`config.mk`:
```
export PLATFORM = sky130hd
export DESIGN_NAME = dns_query_builder_core
export DESIGN_NICKNAME = d
export VERILOG_FILES = /design/src/rtl/core/dqb_pkg.sv /design/src/rtl/core/dns_query_builder_core.sv /design/src/rtl/core/dqb_ram.sv
export SDC_FILE = /design/constraint.sdc
export NUM_CORES = 1
export LEC_CHECK = 0
export BUFFER_PORTS_ARGS = -buffer_cell sky130_fd_sc_hd__buf_2
export CAP_MARGIN = 20
export CORE_ASPECT_RATIO = 2
export CORE_MARGIN = 2
export CORE_UTILIZATION = 60
export DETAILED_ROUTE_END_ITERATION = 6
export MAX_ROUTING_LAYER = met4
export PLACE_DENSITY = 0.84
export RECOVER_POWER = 25
export SLEW_MARGIN = 5
export SYNTH_ARGS = -nofsm -noshare
export SYNTH_HDL_FRONTEND = slang
export SYNTH_HIERARCHICAL = 1
export SYNTH_SLANG_ARGS = --single-unit
export TNS_END_PERCENT = 20
```
`constraint.sdc`:
```
create_clock -name clk -period 8 [get_ports clk]
set_input_delay 0.8 -clock clk [delete_from_list [all_inputs] [get_ports clk]]
set_output_delay 0.8 -clock clk [all_outputs]
set_load 0.02 [all_outputs]
```
`src/rtl/core/dqb_pkg.sv`:
```
// Shared constants, codes and header byte table for the DNS query builder.
package dqb_pkg;

  // Default limits of the name encoder
  localparam int DQB_MAX_LABEL = 63;
  localparam int DQB_MAX_NAME  = 253;

  // Fixed field widths
  localparam int NAME_LEN_W = 8;
  localparam logic [NAME_LEN_W-1:0] NAME_LEN_SAT = 8'hFF;

  // Input item kinds
  localparam logic KIND_CHAR = 1'b0;
  localparam logic KIND_END  = 1'b1;

  localparam logic [7:0] DOT_CHAR = 8'h2E;

  // Result error codes
  localparam logic [1:0] ERR_NONE       = 2'd0;
  localparam logic [1:0] ERR_EMPTY_NAME = 2'd1;
  localparam logic [1:0] ERR_NAME_LEN   = 2'd2;
  localparam logic [1:0] ERR_LABEL_LEN  = 2'd3;

  // Configuration register indexes
  localparam logic CFG_TXID  = 1'b0;
  localparam logic CFG_QTYPE = 1'b1;

  localparam logic [15:0] TXID_RESET  = 16'h1234;
  localparam logic [15:0] QTYPE_RESET = 16'h0001;
  localparam logic [15:0] HDR_FLAGS   = 16'h0100;
  localparam logic [15:0] QDCOUNT     = 16'h0001;
  localparam logic [15:0] CLASS_IN    = 16'h0001;

  // Byte positions within the header and the trailer
  localparam logic [3:0] HDR_LAST  = 4'd11;
  localparam logic [3:0] TAIL_LAST = 4'd4;

  // Byte count codes
  localparam logic [1:0] CNT_NONE = 2'd0;
  localparam logic [1:0] CNT_ONE  = 2'd1;
  localparam logic [1:0] CNT_TWO  = 2'd2;

  // Header byte at a position: id, flags, one question, three zero counts
  function automatic logic [7:0] hdr_byte(input logic [3:0] pos, input logic [15:0] txid);
    logic [7:0] b;
    case (pos)
      4'd0:    b = txid[15:8];
      4'd1:    b = txid[7:0];
      4'd2:    b = HDR_FLAGS[15:8];
      4'd3:    b = HDR_FLAGS[7:0];
      4'd4:    b = QDCOUNT[15:8];
      4'd5:    b = QDCOUNT[7:0];
      default: b = 8'h00;
    endcase
    return b;
  endfunction

  // Trailer byte at a position: root label, query type, class
  function automatic logic [7:0] tail_byte(input logic [3:0] pos, input logic [15:0] qtype);
    logic [7:0] b;
    case (pos)
      4'd1:    b = qtype[15:8];
      4'd2:    b = qtype[7:0];
      4'd3:    b = CLASS_IN[15:8];
      4'd4:    b = CLASS_IN[7:0];
      default: b = 8'h00;
    endcase
    return b;
  endfunction

endpackage

```
`src/rtl/core/dns_query_builder_core.sv`:
```
// DNS query builder: label encoding of a hostname into a packed query stream.
// A character item is taken in idle; the first one of a query adds 12 bytes of
// header, a dot that closes a label adds a length byte and the label bytes, read
// from the label RAM. The end item adds label, trailer and flush, or an error beat.
// Output words are paced by the byte packer at one byte per cycle unless the output stalls.
// Synchronous reset clears control state and sets the registers to 0x1234 and 1.
module dns_query_builder_core
  import dqb_pkg::*;
#(
  parameter int MAX_LABEL = DQB_MAX_LABEL,
  parameter int MAX_NAME  = DQB_MAX_NAME
) (
  input  logic        clk,
  input  logic        rst,
  // configuration
  input  logic        cfg_wr_en,
  input  logic        cfg_index,
  input  logic [15:0] cfg_data,
  // input items
  input  logic        in_valid,
  output logic        in_ready,
  input  logic        kind,
  input  logic [7:0]  name_char,
  // result items
  output logic        out_valid,
  input  logic        out_ready,
  output logic [15:0] data_word,
  output logic [1:0]  byte_count,
  output logic        end_of_query,
  output logic [1:0]  error_code
);

  localparam int LW = $clog2(MAX_LABEL + 1);
  localparam int AW = (MAX_LABEL > 1) ? $clog2(MAX_LABEL) : 1;

  typedef enum logic [2:0] {
    S_IDLE,
    S_HDR,
    S_LEN,
    S_LBL,
    S_TAIL,
    S_FLUSH,
    S_ERR
  } state_t;

  state_t state;

  logic [15:0]           transaction_id;
  logic [15:0]           query_type;
  logic [LW-1:0]         label_length;
  logic [NAME_LEN_W-1:0] name_length;
  logic                  header_sent;
  logic                  previous_was_dot;
  logic                  held_error;
  logic [7:0]            carry_byte;
  logic                  carry_valid;
  logic                  end_mode;
  logic [LW-1:0]         emit_len;
  logic [LW-1:0]         lbl_idx;
  logic [3:0]            step;
  logic [1:0]            err_hold;

  logic                  in_fire;
  logic                  out_free;
  logic                  out_load;
  logic                  emitting;
  logic                  push;
  logic                  tail_last;
  logic [7:0]            cur_byte;
  logic [LW-1:0]         idx_inc;
  logic [NAME_LEN_W-1:0] stripped;
  logic [1:0]            end_err;
  logic                  is_dot;

  logic                  ram_we;
  logic [AW-1:0]         ram_waddr;
  logic                  ram_re;
  logic [AW-1:0]         ram_raddr;
  logic [7:0]            ram_rdata;

  // Handshake and pacing
  assign in_ready = (state == S_IDLE);
  assign in_fire  = in_valid && in_ready;
  assign out_free = !out_valid || out_ready;
  assign emitting = (state == S_HDR) || (state == S_LEN) || (state == S_LBL) ||
                    (state == S_TAIL);
  assign push      = emitting && (!carry_valid || out_free);
  assign tail_last = (state == S_TAIL) && (step == TAIL_LAST);
  assign is_dot    = (name_char == DOT_CHAR);
  assign out_load  = (push && carry_valid) ||
                     (out_free && ((state == S_FLUSH) || (state == S_ERR)));

  // Select the byte that goes to the packer this cycle
  always_comb begin
    case (state)
      S_HDR:   cur_byte = hdr_byte(step, transaction_id);
      S_LEN:   cur_byte = 8'(emit_len);
      S_LBL:   cur_byte = ram_rdata;
      S_TAIL:  cur_byte = tail_byte(step, query_type);
      default: cur_byte = 8'h00;
    endcase
  end

  // Classify the end item
  assign stripped = name_length - {{(NAME_LEN_W-1){1'b0}}, previous_was_dot};
  always_comb begin
    if (name_length == '0) begin
      end_err = ERR_EMPTY_NAME;
    end else if (stripped == '0 || stripped > NAME_LEN_W'(MAX_NAME)) begin
      end_err = ERR_NAME_LEN;
    end else if (held_error) begin
      end_err = ERR_LABEL_LEN;
    end else begin
      end_err = ERR_NONE;
    end
  end

  // Label RAM: store accepted label characters, prefetch one entry ahead on emission
  assign idx_inc   = lbl_idx + LW'(1);
  assign ram_we    = in_fire && (kind == KIND_CHAR) && !is_dot &&
                     (label_length < LW'(MAX_LABEL));
  assign ram_waddr = label_length[AW-1:0];
  always_comb begin
    ram_re    = 1'b0;
    ram_raddr = '0;
    if (state == S_LEN) begin
      ram_re = 1'b1;
    end else if (state == S_LBL) begin
      ram_re    = push && (idx_inc < emit_len);
      ram_raddr = idx_inc[AW-1:0];
    end
  end

  dqb_ram #(
    .WIDTH (8),
    .DEPTH (MAX_LABEL)
  ) u_label_ram (
    .clk   (clk),
    .we    (ram_we),
    .waddr (ram_waddr),
    .wdata (name_char),
    .re    (ram_re),
    .raddr (ram_raddr),
    .rdata (ram_rdata)
  );

  // Sequencer, byte packer and output register
  always_ff @(posedge clk) begin
    if (rst) begin
      state            <= S_IDLE;
      transaction_id   <= TXID_RESET;
      query_type       <= QTYPE_RESET;
      label_length     <= '0;
      name_length      <= '0;
      header_sent      <= 1'b0;
      previous_was_dot <= 1'b0;
      held_error       <= 1'b0;
      carry_valid      <= 1'b0;
      end_mode         <= 1'b0;
      step             <= '0;
      lbl_idx          <= '0;
      out_valid        <= 1'b0;
    end else begin
      // configuration writes
      if (cfg_wr_en) begin
        case (cfg_index)
          CFG_TXID:  transaction_id <= cfg_data;
          CFG_QTYPE: query_type     <= cfg_data;
          default:   ;
        endcase
      end

      // drop the output beat once taken, unless a new one loads
      if (out_valid && out_ready && !out_load) begin
        out_valid <= 1'b0;
      end

      // pack bytes into words, first byte in the upper half
      if (push) begin
        if (carry_valid) begin
          out_valid    <= 1'b1;
          data_word    <= {carry_byte, cur_byte};
          byte_count   <= CNT_TWO;
          end_of_query <= tail_last;
          error_code   <= ERR_NONE;
          carry_valid  <= 1'b0;
        end else begin
          carry_byte  <= cur_byte;
          carry_valid <= 1'b1;
        end
      end

      case (state)
        S_IDLE: begin
          if (in_fire) begin
            if (kind == KIND_END) begin
              // close the query and clear its state
              label_length     <= '0;
              name_length      <= '0;
              header_sent      <= 1'b0;
              previous_was_dot <= 1'b0;
              held_error       <= 1'b0;
              end_mode         <= 1'b1;
              step             <= '0;
              emit_len         <= label_length;
              err_hold         <= end_err;
              if (end_err != ERR_NONE) begin
                state <= S_ERR;
              end else if (label_length != '0) begin
                state <= S_LEN;
              end else begin
                state <= S_TAIL;
              end
            end else begin
              if (name_length != NAME_LEN_SAT) begin
                name_length <= name_length + NAME_LEN_W'(1);
              end
              if (!header_sent) begin
                header_sent <= 1'b1;
                step        <= '0;
                state       <= S_HDR;
              end
              if (is_dot) begin
                // a dot closes the label; an empty one is an error
                if (label_length == '0) begin
                  held_error <= 1'b1;
                end else if (!held_error) begin
                  emit_len <= label_length;
                  end_mode <= 1'b0;
                  state    <= S_LEN;
                end
                label_length     <= '0;
                previous_was_dot <= 1'b1;
              end else begin
                previous_was_dot <= 1'b0;
                if (label_length >= LW'(MAX_LABEL)) begin
                  held_error <= 1'b1;
                end else begin
                  label_length <= label_length + LW'(1);
                end
              end
            end
          end
        end

        S_HDR: begin
          if (push) begin
            if (step == HDR_LAST) begin
              state <= S_IDLE;
            end else begin
              step <= step + 4'd1;
            end
          end
        end

        S_LEN: begin
          if (push) begin
            lbl_idx <= '0;
            state   <= S_LBL;
          end
        end

        S_LBL: begin
          if (push) begin
            if (idx_inc == emit_len) begin
              step  <= '0;
              state <= end_mode ? S_TAIL : S_IDLE;
            end else begin
              lbl_idx <= idx_inc;
            end
          end
        end

        S_TAIL: begin
          if (push) begin
            if (step == TAIL_LAST) begin
              // an odd byte count leaves one byte to flush
              state <= carry_valid ? S_IDLE : S_FLUSH;
            end else begin
              step <= step + 4'd1;
            end
          end
        end

        S_FLUSH: begin
          if (out_free) begin
            out_valid    <= 1'b1;
            data_word    <= {carry_byte, 8'h00};
            byte_count   <= CNT_ONE;
            end_of_query <= 1'b1;
            error_code   <= ERR_NONE;
            carry_valid  <= 1'b0;
            state        <= S_IDLE;
          end
        end

        S_ERR: begin
          if (out_free) begin
            out_valid    <= 1'b1;
            data_word    <= '0;
            byte_count   <= CNT_NONE;
            end_of_query <= 1'b1;
            error_code   <= err_hold;
            carry_valid  <= 1'b0;
            state        <= S_IDLE;
          end
        end

        default: state <= S_IDLE;
      endcase
    end
  end

  // A new query always starts with an empty packer
  a_fresh_query_no_carry: assert property (@(posedge clk) disable iff (rst)
    (state == S_IDLE && !header_sent) |-> !carry_valid)
    else $error("carry byte left over at query start");

  // Label RAM is never written while a label is being read back
  a_no_write_during_read: assert property (@(posedge clk) disable iff (rst)
    ram_we |-> (state == S_IDLE))
    else $error("label RAM written outside idle");

  // Error results carry no bytes and close the query
  a_error_beat_shape: assert property (@(posedge clk) disable iff (rst)
    (out_valid && error_code != ERR_NONE) |-> (byte_count == CNT_NONE && end_of_query))
    else $error("malformed error beat");

  // An output beat is never overwritten before it is taken
  a_beat_held: assert property (@(posedge clk) disable iff (rst)
    (out_valid && !out_ready) |=> (out_valid && $stable(data_word) && $stable(byte_count)))
    else $error("output beat changed while stalled");

endmodule

```
`src/rtl/core/dqb_ram.sv`:
```
// Generic single-write, single-read RAM with registered read data.
module dqb_ram #(
  parameter int WIDTH = 8,
  parameter int DEPTH = 64,
  localparam int AW = (DEPTH > 1) ? $clog2(DEPTH) : 1
) (
  input  logic             clk,
  input  logic             we,
  input  logic [AW-1:0]    waddr,
  input  logic [WIDTH-1:0] wdata,
  input  logic             re,
  input  logic [AW-1:0]    raddr,
  output logic [WIDTH-1:0] rdata
);

  logic [WIDTH-1:0] mem [DEPTH];

  // Write port
  always_ff @(posedge clk) begin
    if (we) begin
      mem[waddr] <= wdata;
    end
  end

  // Read port, data held while re is low
  always_ff @(posedge clk) begin
    if (re) begin
      rdata <= mem[raddr];
    end
  end

endmodule

```
==> flow_summary.yaml <==
outcome:
  status: "complete, but fails checks"
  violations: "max-capacitance violations, max-slew violations"
cts:
  cts_sinks: 614
  cts_setup_buffers: 0
  cts-htree-levels: 2
  cts_tree: "built"
  postCtsResizedCells: 0
  hold_buffers: 0
  clk_path_buf_depth: 3
  clk_pin_slew_ns: 0.07
  cts_inserted_buffers: 48
  cts_root_buffer: "clkbuf_16"
  worstSkewPairLatency_ns: 0.60
timing:
  clock.fmax_mhz: 175
  relSlewSlack: -1.19
  finalSetupViolCount: 0
  finClkSkew_ns: 0.0254
  rsz0062_at_grt: "no"
  tightest_slew_ns: 3.29
  min_period_ns: 5.71
  tns_ns: 0
  maxSlewViolCount: 390
  finalHoldViolCount: 0
  fin_crit_sh: 0.714
routing:
  antenna_left: 0
  vias: 14800
  routed_wl_um: 63600
  wl_per_cell_um: 29.2
  drtIter0Drc: 1478
  drc: 0
  via_per_inst: 6.80
  drt-pass1-iter-count: 7
run:
  cap_violations: 6
setup_path:
  crit_fanout: 64
  critical_path_class: "primary input to flip-flop"
  cp.required_ns: 8.21
  arrival_ns: 5.92
  cp-start-kind: "primary input"
  end_kind: "flip-flop"
synth:
  synth_nets: 1611
  synth_edf_count: 549
  synth_top_area_cell: "edfxtp_1"
  synth_top_area_frac: 0.653
  synth-seq-cells: 614
  synth.area.top_cells: "edfxtp_1 65%, mux4_2 8.9%, dfxtp_1 5.2%"
  avgSynthCellArea_um2: 16.2
  netlist_instances: 1562
  ys_seq_area_frac: 0.705
  yosysWarnings: 6
  synthArstFlopShare: 0
  synthFlopType: "edfxtp_1"
  synth_cell_type_count: 69
  syn_area_um2: 25200
pwr:
  leakagePower_nw: 8.66
  p_total_mw: 6.84
  p_per_area_nw_per_um2: 250
  ir_drop_v: 0.000178
layout:
  drive_above_1_share: 0.160
  mostFrequentLayoutCells: "549 x edfxtp_1, 120 x nand2_1, 120 x nor2_1"
  mostFrequentLayoutCell: "edfxtp_1"
  nets: 1648
  area_delta_synth_final_pct: 8.56
grt:
  grt_pass1_wl_um: 94900
  met3_usage: 0.0575
  grtUsageMet2: 0.519
  overflow: 0
  grt_pass1_vias: 15300
  use_met1: 0.309
  top_usage_layer: "met2"
  grt_antenna_before_repair: 1
  grt_usage: 0.307
  grt_max_degree: 73
hold_path:
  hp-class: "primary input to flip-flop"
floorplan:
  die_x_um: 149
  core-area_um2: 41600
  io_pins: 54
  dieHeight_um: 294
  dieArea_um2: 43800
  start_util: 0.606
  row_count: 106
place:
  io_buffers: 53
  gp_congestion: 0.940
  hpwl_um: 40000
-- Yosys cell counts, types with 4 or more instances --
cell / count
nand3b_1: 8
o221ai_1: 6
buf_2: 18
buf_6: 8
dfxtp_1: 65
nor2b_1: 23
or3b_2: 4
xor2_1: 7
or3_1: 5
a22o_1: 8
ha_1: 18
nor4_1: 4
inv_1: 29
mux4_2: 100
nor3_1: 28
xnor2_1: 8
and3b_1: 4
and2_1: 6
nand4_1: 5
buf_1: 11
edfxtp_1: 549
nor2_1: 121
a21oi_1: 60
o22ai_1: 15
nand2_1: 120
nand3_1: 47
mux2i_1: 35
a21o_1: 6
a22oi_1: 47
and3_1: 9
a211o_1: 8
mux4_1: 13
a211oi_1: 13
o21ai_0: 35
clkbuf_1: 48
a31oi_1: 6
buf_4: 4
nand2b_1: 14
-- stage by stage --
step	cells	hold WS [ns]	cell area (µm²)	util	worst slack, ns
floorplan	1562	0.433	25200	-	4.55
global placement	2084	0.442	25900	0.621	3.33
detailed placement	2086	0.449	25900	0.621	3.12
CTS	2174	0.440	27400	0.658	3.14
global route	2178	0.472	27400	0.658	1.91
finish	2178	0.443	27400	0.658	2.29
-- cells by family after synthesis --
group           Yosys count  share of synthesized area
compound gates          227                     0.0601
fa+ha+maj                18                    0.00893
simple gates            416                     0.0791
xor+xnor                 15                    0.00521
flops                   614                      0.705
mux                     150                      0.118
buf+inv                 122                     0.0240
-- per-layer routing --
metal / vias up / wire (µm)
met3: 320 / 5200
met1: 7329 / 19200
met2: 978 / 33100
met4: 0 / 6180
met5: - / 0
li1: 6190 / -
-- final cells by class --
class,count,area [µm²]
fill,2693,14300
sequential,614,17800
tap,540,676
clock buffer,54,1220
inverter,29,109
antenna,1,2.50
timing repair buffer,80,444
multi-input combinational,826,6850
clock inverter,34,294
-- registers in the layout, summed over array words and instances (netlist names), 2 cells and up --
register           count
u_label_ram/rdata      8
transaction_id        16
error_code             2
name_length            8
state                  3
query_type            16
u_label_ram/mem      504
carry_byte             8
byte_count             2
lbl_idx                6
step                   4
emit_len               6
label_length           6
err_hold               2
data_word             16
-- critical path, cell delays in order --
cell and delay, ns:
buf_2 0.08, clkbuf_1 2.06, nor4_2 0.39, nor4_4 0.82, nand3_1 0.73, nor2_1 0.99
-- power by group --
part | total [mW] | internal (mW) | switching (mW) | leakage, nW
Combinational | 0.816 | 0.267 | 0.548 | 2.42
Sequential | 3.70 | 3.62 | 0.0787 | 5.49
Clock | 2.32 | 1.22 | 1.11 | 0.743
-- final timing paths --
check                 start  slack (ns)                endpoint  depth (start not counted)
min             cfg_data[9]        0.44       transaction_id[9]                          3
min reg2reg  query_type[11]        0.46          query_type[11]                          2
max            name_char[6]        2.29  u_label_ram/mem[54][5]                          6
max reg2reg        state[2]        3.02    u_label_ram/rdata[5]                          9
(Power assumes the default switching activity.)
